**src/rtl/ffsa_pkg.sv**
```systemverilog
`default_nettype none
package ffsa_pkg;

  typedef enum logic [1:0] {
    CMD_ALLOC = 2'd0,
    CMD_FREE  = 2'd1,
    CMD_INFO  = 2'd2,
    CMD_CLEAR = 2'd3
  } cmd_t;

  typedef enum logic [1:0] {
    ST_OK    = 2'd0,
    ST_NOFIT = 2'd1,
    ST_FULL  = 2'd2,
    ST_NOTAG = 2'd3
  } status_t;

  localparam logic REG_POOL_BASE = 1'b0;
  localparam logic REG_POOL_SIZE = 1'b1;

  typedef struct packed {
    logic [31:0] start;
    logic [31:0] length;
    logic        taken;
    logic [31:0] owner;
  } seg_t;

  typedef enum logic [4:0] {
    OP_NONE,
    OP_LATCH,
    OP_SCAN_RD,
    OP_NEXT,
    OP_TAKE,
    OP_FIND,
    OP_SH_RD,
    OP_SH_WR,
    OP_SPLIT_HI,
    OP_SPLIT_LO,
    OP_FREE,
    OP_CMP_RD,
    OP_CMP_EV,
    OP_CMP_FIN,
    OP_CLEAR,
    OP_FAIL,
    OP_RESP
  } dp_op_t;

  typedef struct packed {
    dp_op_t  op;
    status_t code;
  } dp_ctl_t;

  typedef struct packed {
    cmd_t cmd;
    logic scan_end;
    logic too_big;
    logic alloc_match;
    logic free_match;
    logic exact;
    logic full;
    logic shift_done;
  } dp_sts_t;

  typedef enum logic [3:0] {
    S_IDLE,
    S_SCAN_RD,
    S_SCAN_EV,
    S_SH_RD,
    S_SH_WR,
    S_SPLIT_LO,
    S_CMP_RD,
    S_CMP_EV,
    S_CLEAR,
    S_RESP
  } state_t;

endpackage
`default_nettype wire

```
**src/rtl/ffsa_ctrl.sv**
```systemverilog
`default_nettype none
module ffsa_ctrl (
  input  wire logic             clk,
  input  wire logic             rst,
  input  wire logic             start,
  input  wire logic [1:0]       cmd,
  input  wire ffsa_pkg::dp_sts_t sts,
  output ffsa_pkg::dp_ctl_t     ctl,
  output logic                  busy
);
  import ffsa_pkg::*;

  state_t state, state_next;

  always_ff @(posedge clk) begin
    if (rst) begin
      state <= S_IDLE;
    end else begin
      state <= state_next;
    end
  end

  always_comb begin
    state_next = state;
    ctl.op     = OP_NONE;
    ctl.code   = ST_OK;
    busy       = (state != S_IDLE);
    unique case (state)
      S_IDLE: begin
        if (start) begin
          ctl.op = OP_LATCH;
          unique case (cmd_t'(cmd))
            CMD_ALLOC, CMD_FREE: state_next = S_SCAN_RD;
            CMD_INFO:            state_next = S_RESP;
            default:             state_next = S_CLEAR;
          endcase
        end
      end
      S_SCAN_RD: begin
        if (sts.scan_end || (sts.cmd == CMD_ALLOC && sts.too_big)) begin
          ctl.op     = OP_FAIL;
          ctl.code   = (sts.cmd == CMD_ALLOC) ? ST_NOFIT : ST_NOTAG;
          state_next = S_RESP;
        end else begin
          ctl.op     = OP_SCAN_RD;
          state_next = S_SCAN_EV;
        end
      end
      S_SCAN_EV: begin
        if (sts.cmd == CMD_ALLOC && sts.alloc_match) begin
          if (sts.exact) begin
            ctl.op     = OP_TAKE;
            state_next = S_RESP;
          end else if (sts.full) begin
            ctl.op     = OP_FAIL;
            ctl.code   = ST_FULL;
            state_next = S_RESP;
          end else begin
            ctl.op     = OP_FIND;
            state_next = S_SH_RD;
          end
        end else if (sts.cmd == CMD_FREE && sts.free_match) begin
          ctl.op     = OP_FREE;
          state_next = S_CMP_RD;
        end else begin
          ctl.op     = OP_NEXT;
          state_next = S_SCAN_RD;
        end
      end
      S_SH_RD: begin
        if (sts.shift_done) begin
          ctl.op     = OP_SPLIT_HI;
          state_next = S_SPLIT_LO;
        end else begin
          ctl.op     = OP_SH_RD;
          state_next = S_SH_WR;
        end
      end
      S_SH_WR: begin
        ctl.op     = OP_SH_WR;
        state_next = S_SH_RD;
      end
      S_SPLIT_LO: begin
        ctl.op     = OP_SPLIT_LO;
        state_next = S_RESP;
      end
      S_CMP_RD: begin
        if (sts.scan_end) begin
          ctl.op     = OP_CMP_FIN;
          state_next = S_RESP;
        end else begin
          ctl.op     = OP_CMP_RD;
          state_next = S_CMP_EV;
        end
      end
      S_CMP_EV: begin
        ctl.op     = OP_CMP_EV;
        state_next = S_CMP_RD;
      end
      S_CLEAR: begin
        ctl.op     = OP_CLEAR;
        state_next = S_RESP;
      end
      S_RESP: begin
        ctl.op     = OP_RESP;
        state_next = S_IDLE;
      end
      default: state_next = S_IDLE;
    endcase
  end

endmodule
`default_nettype wire

```
**src/rtl/ffsa_dp.sv**
```systemverilog
`default_nettype none
module ffsa_dp #(
  parameter int MAX_SEGMENTS = 16,
  parameter int ALIGN_SHIFT  = 12
) (
  input  wire logic              clk,
  input  wire logic              rst,
  input  wire logic              cfg_we,
  input  wire logic              cfg_index,
  input  wire logic [31:0]       cfg_data,
  input  wire logic [1:0]        cmd,
  input  wire logic [31:0]       req_size,
  input  wire logic [31:0]       tag,
  input  wire ffsa_pkg::dp_ctl_t ctl,
  output ffsa_pkg::dp_sts_t      sts,
  output logic                   done,
  output logic [1:0]             status,
  output logic [31:0]            block_addr,
  output logic [31:0]            block_size,
  output logic [31:0]            used_total
);
  import ffsa_pkg::*;

  localparam int IW = (MAX_SEGMENTS > 1) ? $clog2(MAX_SEGMENTS) : 1;
  localparam int CW = $clog2(MAX_SEGMENTS + 1);
  localparam logic [32:0] AMASK = (33'd1 << ALIGN_SHIFT) - 33'd1;

  seg_t seg_mem [MAX_SEGMENTS];
  seg_t rdata, wdata, fent, cur, ev;
  logic [IW-1:0] raddr, waddr, fidx;
  logic          we, have;
  logic [CW-1:0] idx, k, j, cnt, k_m1;
  logic [32:0]   sz, want;
  cmd_t          cmd_q;
  logic [31:0]   tag_q, used, pool_base, pool_size;
  logic [31:0]   res_addr, res_size, astart, pad, clr_len;
  status_t       res_status;

  // table memory, registered read
  always_ff @(posedge clk) begin
    if (we) begin
      seg_mem[waddr] <= wdata;
    end
    rdata <= seg_mem[raddr];
  end

  assign want    = ({1'b0, req_size} + AMASK) & ~AMASK;
  assign astart  = pool_base + AMASK[31:0] & ~AMASK[31:0];
  assign pad     = astart - pool_base;
  assign clr_len = (pad <= pool_size) ? pool_size - pad : 32'd0;
  assign k_m1    = k - 1'b1;

  // compaction view: the released entry reads as free
  always_comb begin
    ev = rdata;
    if (idx[IW-1:0] - 1'b1 == fidx) begin
      ev.taken = 1'b0;
    end
  end

  always_comb begin
    sts.cmd         = cmd_q;
    sts.scan_end    = (idx == cnt);
    sts.too_big     = sz[32];
    sts.alloc_match = !rdata.taken && (rdata.length >= sz[31:0]);
    sts.free_match  = rdata.taken && (rdata.owner == tag_q);
    sts.exact       = (rdata.length == sz[31:0]);
    sts.full        = (cnt == CW'(MAX_SEGMENTS));
    sts.shift_done  = (k == CW'(fidx) + 1'b1);
  end

  always_comb begin
    raddr = idx[IW-1:0];
    waddr = idx[IW-1:0];
    wdata = rdata;
    we    = 1'b0;
    case (ctl.op)
      OP_SH_RD: raddr = k_m1[IW-1:0];
      OP_TAKE: begin
        we    = 1'b1;
        wdata = '{start: rdata.start, length: rdata.length, taken: 1'b1, owner: tag_q};
      end
      OP_SH_WR: begin
        we    = 1'b1;
        waddr = k[IW-1:0];
      end
      OP_SPLIT_HI: begin
        we    = 1'b1;
        waddr = fidx + 1'b1;
        wdata = '{start: fent.start + sz[31:0], length: fent.length - sz[31:0],
                  taken: 1'b0, owner: 32'd0};
      end
      OP_SPLIT_LO: begin
        we    = 1'b1;
        waddr = fidx;
        wdata = '{start: fent.start, length: sz[31:0], taken: 1'b1, owner: tag_q};
      end
      OP_CMP_EV: begin
        we    = have && !(!cur.taken && !ev.taken);
        waddr = j[IW-1:0];
        wdata = cur;
      end
      OP_CMP_FIN: begin
        we    = 1'b1;
        waddr = j[IW-1:0];
        wdata = cur;
      end
      OP_CLEAR: begin
        we    = 1'b1;
        waddr = '0;
        wdata = '{start: astart, length: clr_len, taken: 1'b0, owner: 32'd0};
      end
      default: ;
    endcase
  end

  always_ff @(posedge clk) begin
    if (rst) begin
      pool_base <= 32'd0;
      pool_size <= 32'd0;
      cnt       <= '0;
      used      <= 32'd0;
      done      <= 1'b0;
    end else begin
      done <= (ctl.op == OP_RESP);
      if (cfg_we) begin
        if (cfg_index == REG_POOL_BASE) pool_base <= cfg_data;
        else                            pool_size <= cfg_data;
      end
      case (ctl.op)
        OP_TAKE:     used <= used + sz[31:0];
        OP_SPLIT_LO: begin
          used <= used + sz[31:0];
          cnt  <= cnt + 1'b1;
        end
        OP_FREE:     used <= used - rdata.length;
        OP_CMP_FIN:  cnt  <= j + 1'b1;
        OP_CLEAR: begin
          used <= 32'd0;
          cnt  <= CW'(1);
        end
        default: ;
      endcase
    end
  end

  always_ff @(posedge clk) begin
    case (ctl.op)
      OP_LATCH: begin
        cmd_q      <= cmd_t'(cmd);
        tag_q      <= tag;
        sz         <= want;
        idx        <= '0;
        res_status <= ST_OK;
        res_addr   <= 32'd0;
        res_size   <= 32'd0;
      end
      OP_NEXT: idx <= idx + 1'b1;
      OP_TAKE: begin
        res_addr <= rdata.start;
        res_size <= sz[31:0];
      end
      OP_FIND: begin
        fidx <= idx[IW-1:0];
        fent <= rdata;
        k    <= cnt;
      end
      OP_SH_WR: k <= k_m1;
      OP_SPLIT_LO: begin
        res_addr <= fent.start;
        res_size <= sz[31:0];
      end
      OP_FREE: begin
        fidx <= idx[IW-1:0];
        idx  <= '0;
        j    <= '0;
        have <= 1'b0;
      end
      OP_CMP_RD: idx <= idx + 1'b1;
      OP_CMP_EV: begin
        have <= 1'b1;
        if (!have) begin
          cur <= ev;
        end else if (!cur.taken && !ev.taken) begin
          cur.length <= cur.length + ev.length;
        end else begin
          j   <= j + 1'b1;
          cur <= ev;
        end
      end
      OP_FAIL: res_status <= ctl.code;
      OP_RESP: begin
        status     <= res_status;
        block_addr <= res_addr;
        block_size <= res_size;
        used_total <= used;
      end
      default: ;
    endcase
  end

endmodule
`default_nettype wire

```
**src/rtl/first_fit_segment_allocator.sv**
```systemverilog
`default_nettype none
// First-fit segment allocator for one memory pool.
// Command channel: a transaction is taken on a clock edge with start high
// and busy low; cmd selects allocate, free by tag, info or clear, with
// req_size and tag as operands. Every transaction gives exactly one result
// on status/block_addr/block_size/used_total, valid for the one cycle that
// done is high. The receiver cannot stall; results are never held.
// Configuration: cfg_we writes cfg_data to pool_base (index 0) or
// pool_size (index 1); write only while busy is low.
// Steps: the segment table sits in a single memory with a registered read,
// so each entry visited takes a read state and an evaluate state. Info goes
// straight to the response, clear writes one entry first. Allocate scans to
// the hit and, on a split, shifts the entries above it up by one. Free
// searches for the tag and then runs a merge pass over the whole table.
// Reset: the table is empty (allocate reports no fit, free reports an
// unknown tag) until a clear command builds the pool segment. No memory
// clearing pass is needed; only entries below the count are read.
module first_fit_segment_allocator #(
  parameter int MAX_SEGMENTS = 16,
  parameter int ALIGN_SHIFT  = 12
) (
  input  wire logic        clk,
  input  wire logic        rst,
  input  wire logic        cfg_we,
  input  wire logic        cfg_index,
  input  wire logic [31:0] cfg_data,
  input  wire logic        start,
  input  wire logic [1:0]  cmd,
  input  wire logic [31:0] req_size,
  input  wire logic [31:0] tag,
  output logic             busy,
  output logic             done,
  output logic [1:0]       status,
  output logic [31:0]      block_addr,
  output logic [31:0]      block_size,
  output logic [31:0]      used_total
);
  import ffsa_pkg::*;

  dp_ctl_t ctl;
  dp_sts_t sts;

  // sequencer: scan, shift, split and merge steps
  ffsa_ctrl u_ctrl (
    .clk   (clk),
    .rst   (rst),
    .start (start),
    .cmd   (cmd),
    .sts   (sts),
    .ctl   (ctl),
    .busy  (busy)
  );

  // table memory, counters and result registers
  ffsa_dp #(
    .MAX_SEGMENTS (MAX_SEGMENTS),
    .ALIGN_SHIFT  (ALIGN_SHIFT)
  ) u_dp (
    .clk        (clk),
    .rst        (rst),
    .cfg_we     (cfg_we),
    .cfg_index  (cfg_index),
    .cfg_data   (cfg_data),
    .cmd        (cmd),
    .req_size   (req_size),
    .tag        (tag),
    .ctl        (ctl),
    .sts        (sts),
    .done       (done),
    .status     (status),
    .block_addr (block_addr),
    .block_size (block_size),
    .used_total (used_total)
  );

endmodule
`default_nettype wire

```
**config.mk**
```make
export PLATFORM = sky130hd
export DESIGN_NAME = first_fit_segment_allocator
export DESIGN_NICKNAME = d
export VERILOG_FILES = /design/src/rtl/ffsa_pkg.sv /design/src/rtl/ffsa_ctrl.sv /design/src/rtl/ffsa_dp.sv /design/src/rtl/first_fit_segment_allocator.sv
export SDC_FILE = /design/constraint.sdc
export NUM_CORES = 2
export LEC_CHECK = 0
export ABC_AREA = 0
export BUFFER_PORTS_ARGS = -buffer_cell sky130_fd_sc_hd__clkbuf_2
export CAP_MARGIN = 20
export CORE_ASPECT_RATIO = 1.5
export CORE_MARGIN = 2
export CORE_UTILIZATION = 54
export DETAILED_ROUTE_END_ITERATION = 12
export PLACE_DENSITY = 0.78
export SLEW_MARGIN = 25
export SYNTH_ARGS = -nofsm -noshare
export SYNTH_HDL_FRONTEND = slang
export SYNTH_SLANG_ARGS = --single-unit
```
**constraint.sdc**
```tcl
create_clock -name clk -period 13.7 [get_ports clk]
set_input_delay 2.055 -clock clk [delete_from_list [all_inputs] [get_ports clk]]
set_output_delay 2.055 -clock clk [all_outputs]
set_load 0.02 [all_outputs]
```
==> flow_summary.json <==
{
  "netlist_area_mm2": 0.0901,
  "synth-main-ff-cell": "edfxtp_1",
  "yosys_warnings": 0,
  "hpwl_mm": 139,
  "yosysTopAreaCell": "edfxtp_1",
  "critPathLaunch": "u_dp.pool_base[0]",
  "ys_top_cells_by_area": "edfxtp_1, mux4_2, dfxtp_1",
  "wl_per_cell_um": 29.0,
  "first_iter_violations": 6421,
  "rr_worst_depth": 23,
  "startpoint_type": "flop",
  "postCtsHoldBufs": 0,
  "fin_crit_ps": 7410,
  "worst_hold_path_type": "reg -> reg",
  "ios": 203,
  "crit_buf_inv": 2,
  "leakage_nw": 34.5,
  "cp-endpoint": "u_dp.seg_mem[2][51]",
  "drt_wl_total_mm": 235,
  "synth.top_cell.area_share_pct": 64.2,
  "port_buffers": 190,
  "post-place-ws_ps": 6480,
  "r2r_end": "u_dp.seg_mem[2][51]",
  "grt_pass1_vias": 53100,
  "grt_overflow_total": 0,
  "crit_top_cell": "ha_1",
  "fin_ws_ps": 6290,
  "crit_slowest_cell": "o22a_2",
  "cp_max_fo": 27,
  "finalHoldViolations": 0,
  "core_region_area_mm2": 0.166,
  "power_density_mw_per_mm2": 226,
  "ys_ff_latch": 2131,
  "start_util_pct": 54.4,
  "end_kind": "flop",
  "dr_total_vias": 52400,
  "cap_violations": 0,
  "final_layout_size_suffix_gt1_share_pct": 18.1,
  "path_class": "reg -> reg",
  "drc": 0,
  "dieArea_mm2": 0.170,
  "grt_pass1_wl_mm": 345,
  "synth.avg_cell_area_um2": 16.4,
  "drv_slew": 0,
  "cts_root_buf": "clkbuf_16",
  "grt_antenna_before_repair": 9,
  "cts_buffer_depth": 3,
  "cts_buffers": 185,
  "min_period_over_period_pct": 54.1,
  "clkSlewWorstSetupHoldPaths_ps": 60,
  "rsz0062_at_grt": "no",
  "syn_to_final_growth_pct": 11.2,
  "total_power_w": 0.0227,
  "synth-edff-count": 1928,
  "place.gp.congestion": 0.978,
  "timing.fmax_mhz": 135,
  "layout_common_cells": "edfxtp_1, mux4_2, a21oi_1",
  "max_slew.worst_pin.slew_ps": 1180,
  "track_usage_pct": 27.6,
  "die_width_um": 338,
  "ys_seq_area_share_pct": 68.7,
  "cp.required_ps": 14060,
  "drtPass1Iterations": 9,
  "synth_cell_types": 98,
  "dieHeight_um": 504,
  "grt_max_degree": 165,
  "crit_cells": 23,
  "status": "finished clean",
  "cts_resized": 0,
  "whs_ps": 415,
  "nets": 6033,
  "slew_headroom_pct": 21.6,
  "via_per_inst": 6.45,
  "cp.arrival_ps": 7780,
  "worstReg2RegStart": "u_dp.pool_base[0]",
  "slowest_delay_ps": 800,
  "crit_family": "compound AO/OA/AOI/OAI gates",
  "drtAntennaViolNets": 0,
  "clk_latency_ps": 850,
  "crit_chain": "inv_1 > ha_1 > nor3b_2 > nand4_2 > nand2_2 > inv_2 > ha_1 > xor2_1 > and2_1 > nand3_1 > a31o_2 > a311o_1 > and3_4 > o31ai_2 > nor2_1 > o31ai_4 > xor2_1 > ha_1 > nor3_1 > a21boi_0 > o311a_1 > o22a_2 > o221ai_1",
  "clock_sinks": 2131,
  "fin_worst_skew_ps": 62.5,
  "cts_tree": "yes",
  "rows": 183,
  "h-tree-depth": 4,
  "synthArstFlopShare_pct": 0,
  "r2r_slack_ps": 6290,
  "syn_inst": 5497,
  "ir_drop_v": 0.000197,
  "cts_setup_buffers": 0,
  "fin_tns_setup_ps": 0,
  "setup_viol": 0,
  "final_common_cell": "edfxtp_1"
}
==> worst min path at each step <==
stage	startpoint	endpoint	slack [ps]	cells after the start
after floorplan	u_dp.res_addr[0]	u_dp.block_addr[0]	400	0
after global placement	u_dp.res_size[23]	u_dp.block_size[23]	400	0
after detailed placement	u_dp.res_addr[0]	u_dp.block_addr[0]	400	0
after CTS	u_dp.res_addr[0]	u_dp.block_addr[0]	420	0
after global routing	u_dp.res_addr[0]	u_dp.block_addr[0]	430	0
final	u_dp.res_size[15]	u_dp.block_size[15]	410	0
==> sequential cells by signal (all words and copies together), names as in the netlist, 21 cells and up <==
signal / flops
u_dp.tag_q: 32
u_dp.seg_mem: 1552
u_dp.block_addr: 32
u_dp.res_addr: 32
u_dp.fent: 64
u_dp.cur: 97
u_dp.pool_base: 32
u_dp.used: 32
u_dp.used_total: 32
u_dp.sz: 21
u_dp.ev: 96
u_dp.pool_size: 32
==> cells in the mapped netlist (109+ instances only) <==
cell type  instances
o21ai_0          119
nor2_1           199
mux2i_1          109
ha_1             197
inv_1            178
xor2_1           128
xnor2_1          116
nor2b_1          125
nand2_1          323
a211oi_1         114
dfxtp_1          203
edfxtp_1        1928
mux4_2           388
a21oi_1          330
clkbuf_1         144
==> power breakdown <==
group	leakage [nW]	internal [W]	switching (W)
Clock	3.06	0.00305	0.00239
Sequential	19.1	0.00922	0.000509
Combinational	12.3	0.00264	0.00484
==> through the flow <==
step                area, um^2  cells  utilization, %
finish                  100000   8113            60.5
global route            100000   8109            60.4
CTS                     100000   8103            60.3
detailed placement       93600   7755            56.5
global placement         93600   7755            56.5
floorplan                90200   5508               -
==> area by class of cell <==
type                       instances  area, um^2
antenna                            5        12.5
clock buffer                     230        4880
clock inverter                   118        1480
fill                           11600       65600
inverter                         181         679
multi-input combinational       2925       26500
sequential                      2131       62000
tap                             2220        2780
timing repair buffer             303        1940
==> routing by layer <==
layer | up-vias | track usage, % | wire length (um) | part of all wire, %
li1 | 22200 | - | - | -
met1 | 26700 | 34.7 | 84400 | 36
met2 | 2974 | 46.0 | 117000 | 50
met3 | 520 | 4.39 | 20100 | 8.5
met4 | 2 | 14.6 | 13600 | 5.8
met5 | - | 0 | 19 | 0.0081
==> kinds of logic after synthesis <==
| family | count (synthesis) | share of synthesized area (%) |
|---|---|---|
| AOI/OAI and AO/OA | 997 | 7.45 |
| adders and majority gates | 203 | 2.87 |
| and+or+nand+nor | 957 | 5.18 |
| xor gates and xnor gates | 244 | 2.37 |
| muxes | 512 | 11.1 |
| buffers and inverters | 452 | 2.31 |
| DFF | 2131 | 68.7 |
| other | 1 | 0.00416 |
(Power assumes the default switching activity.)
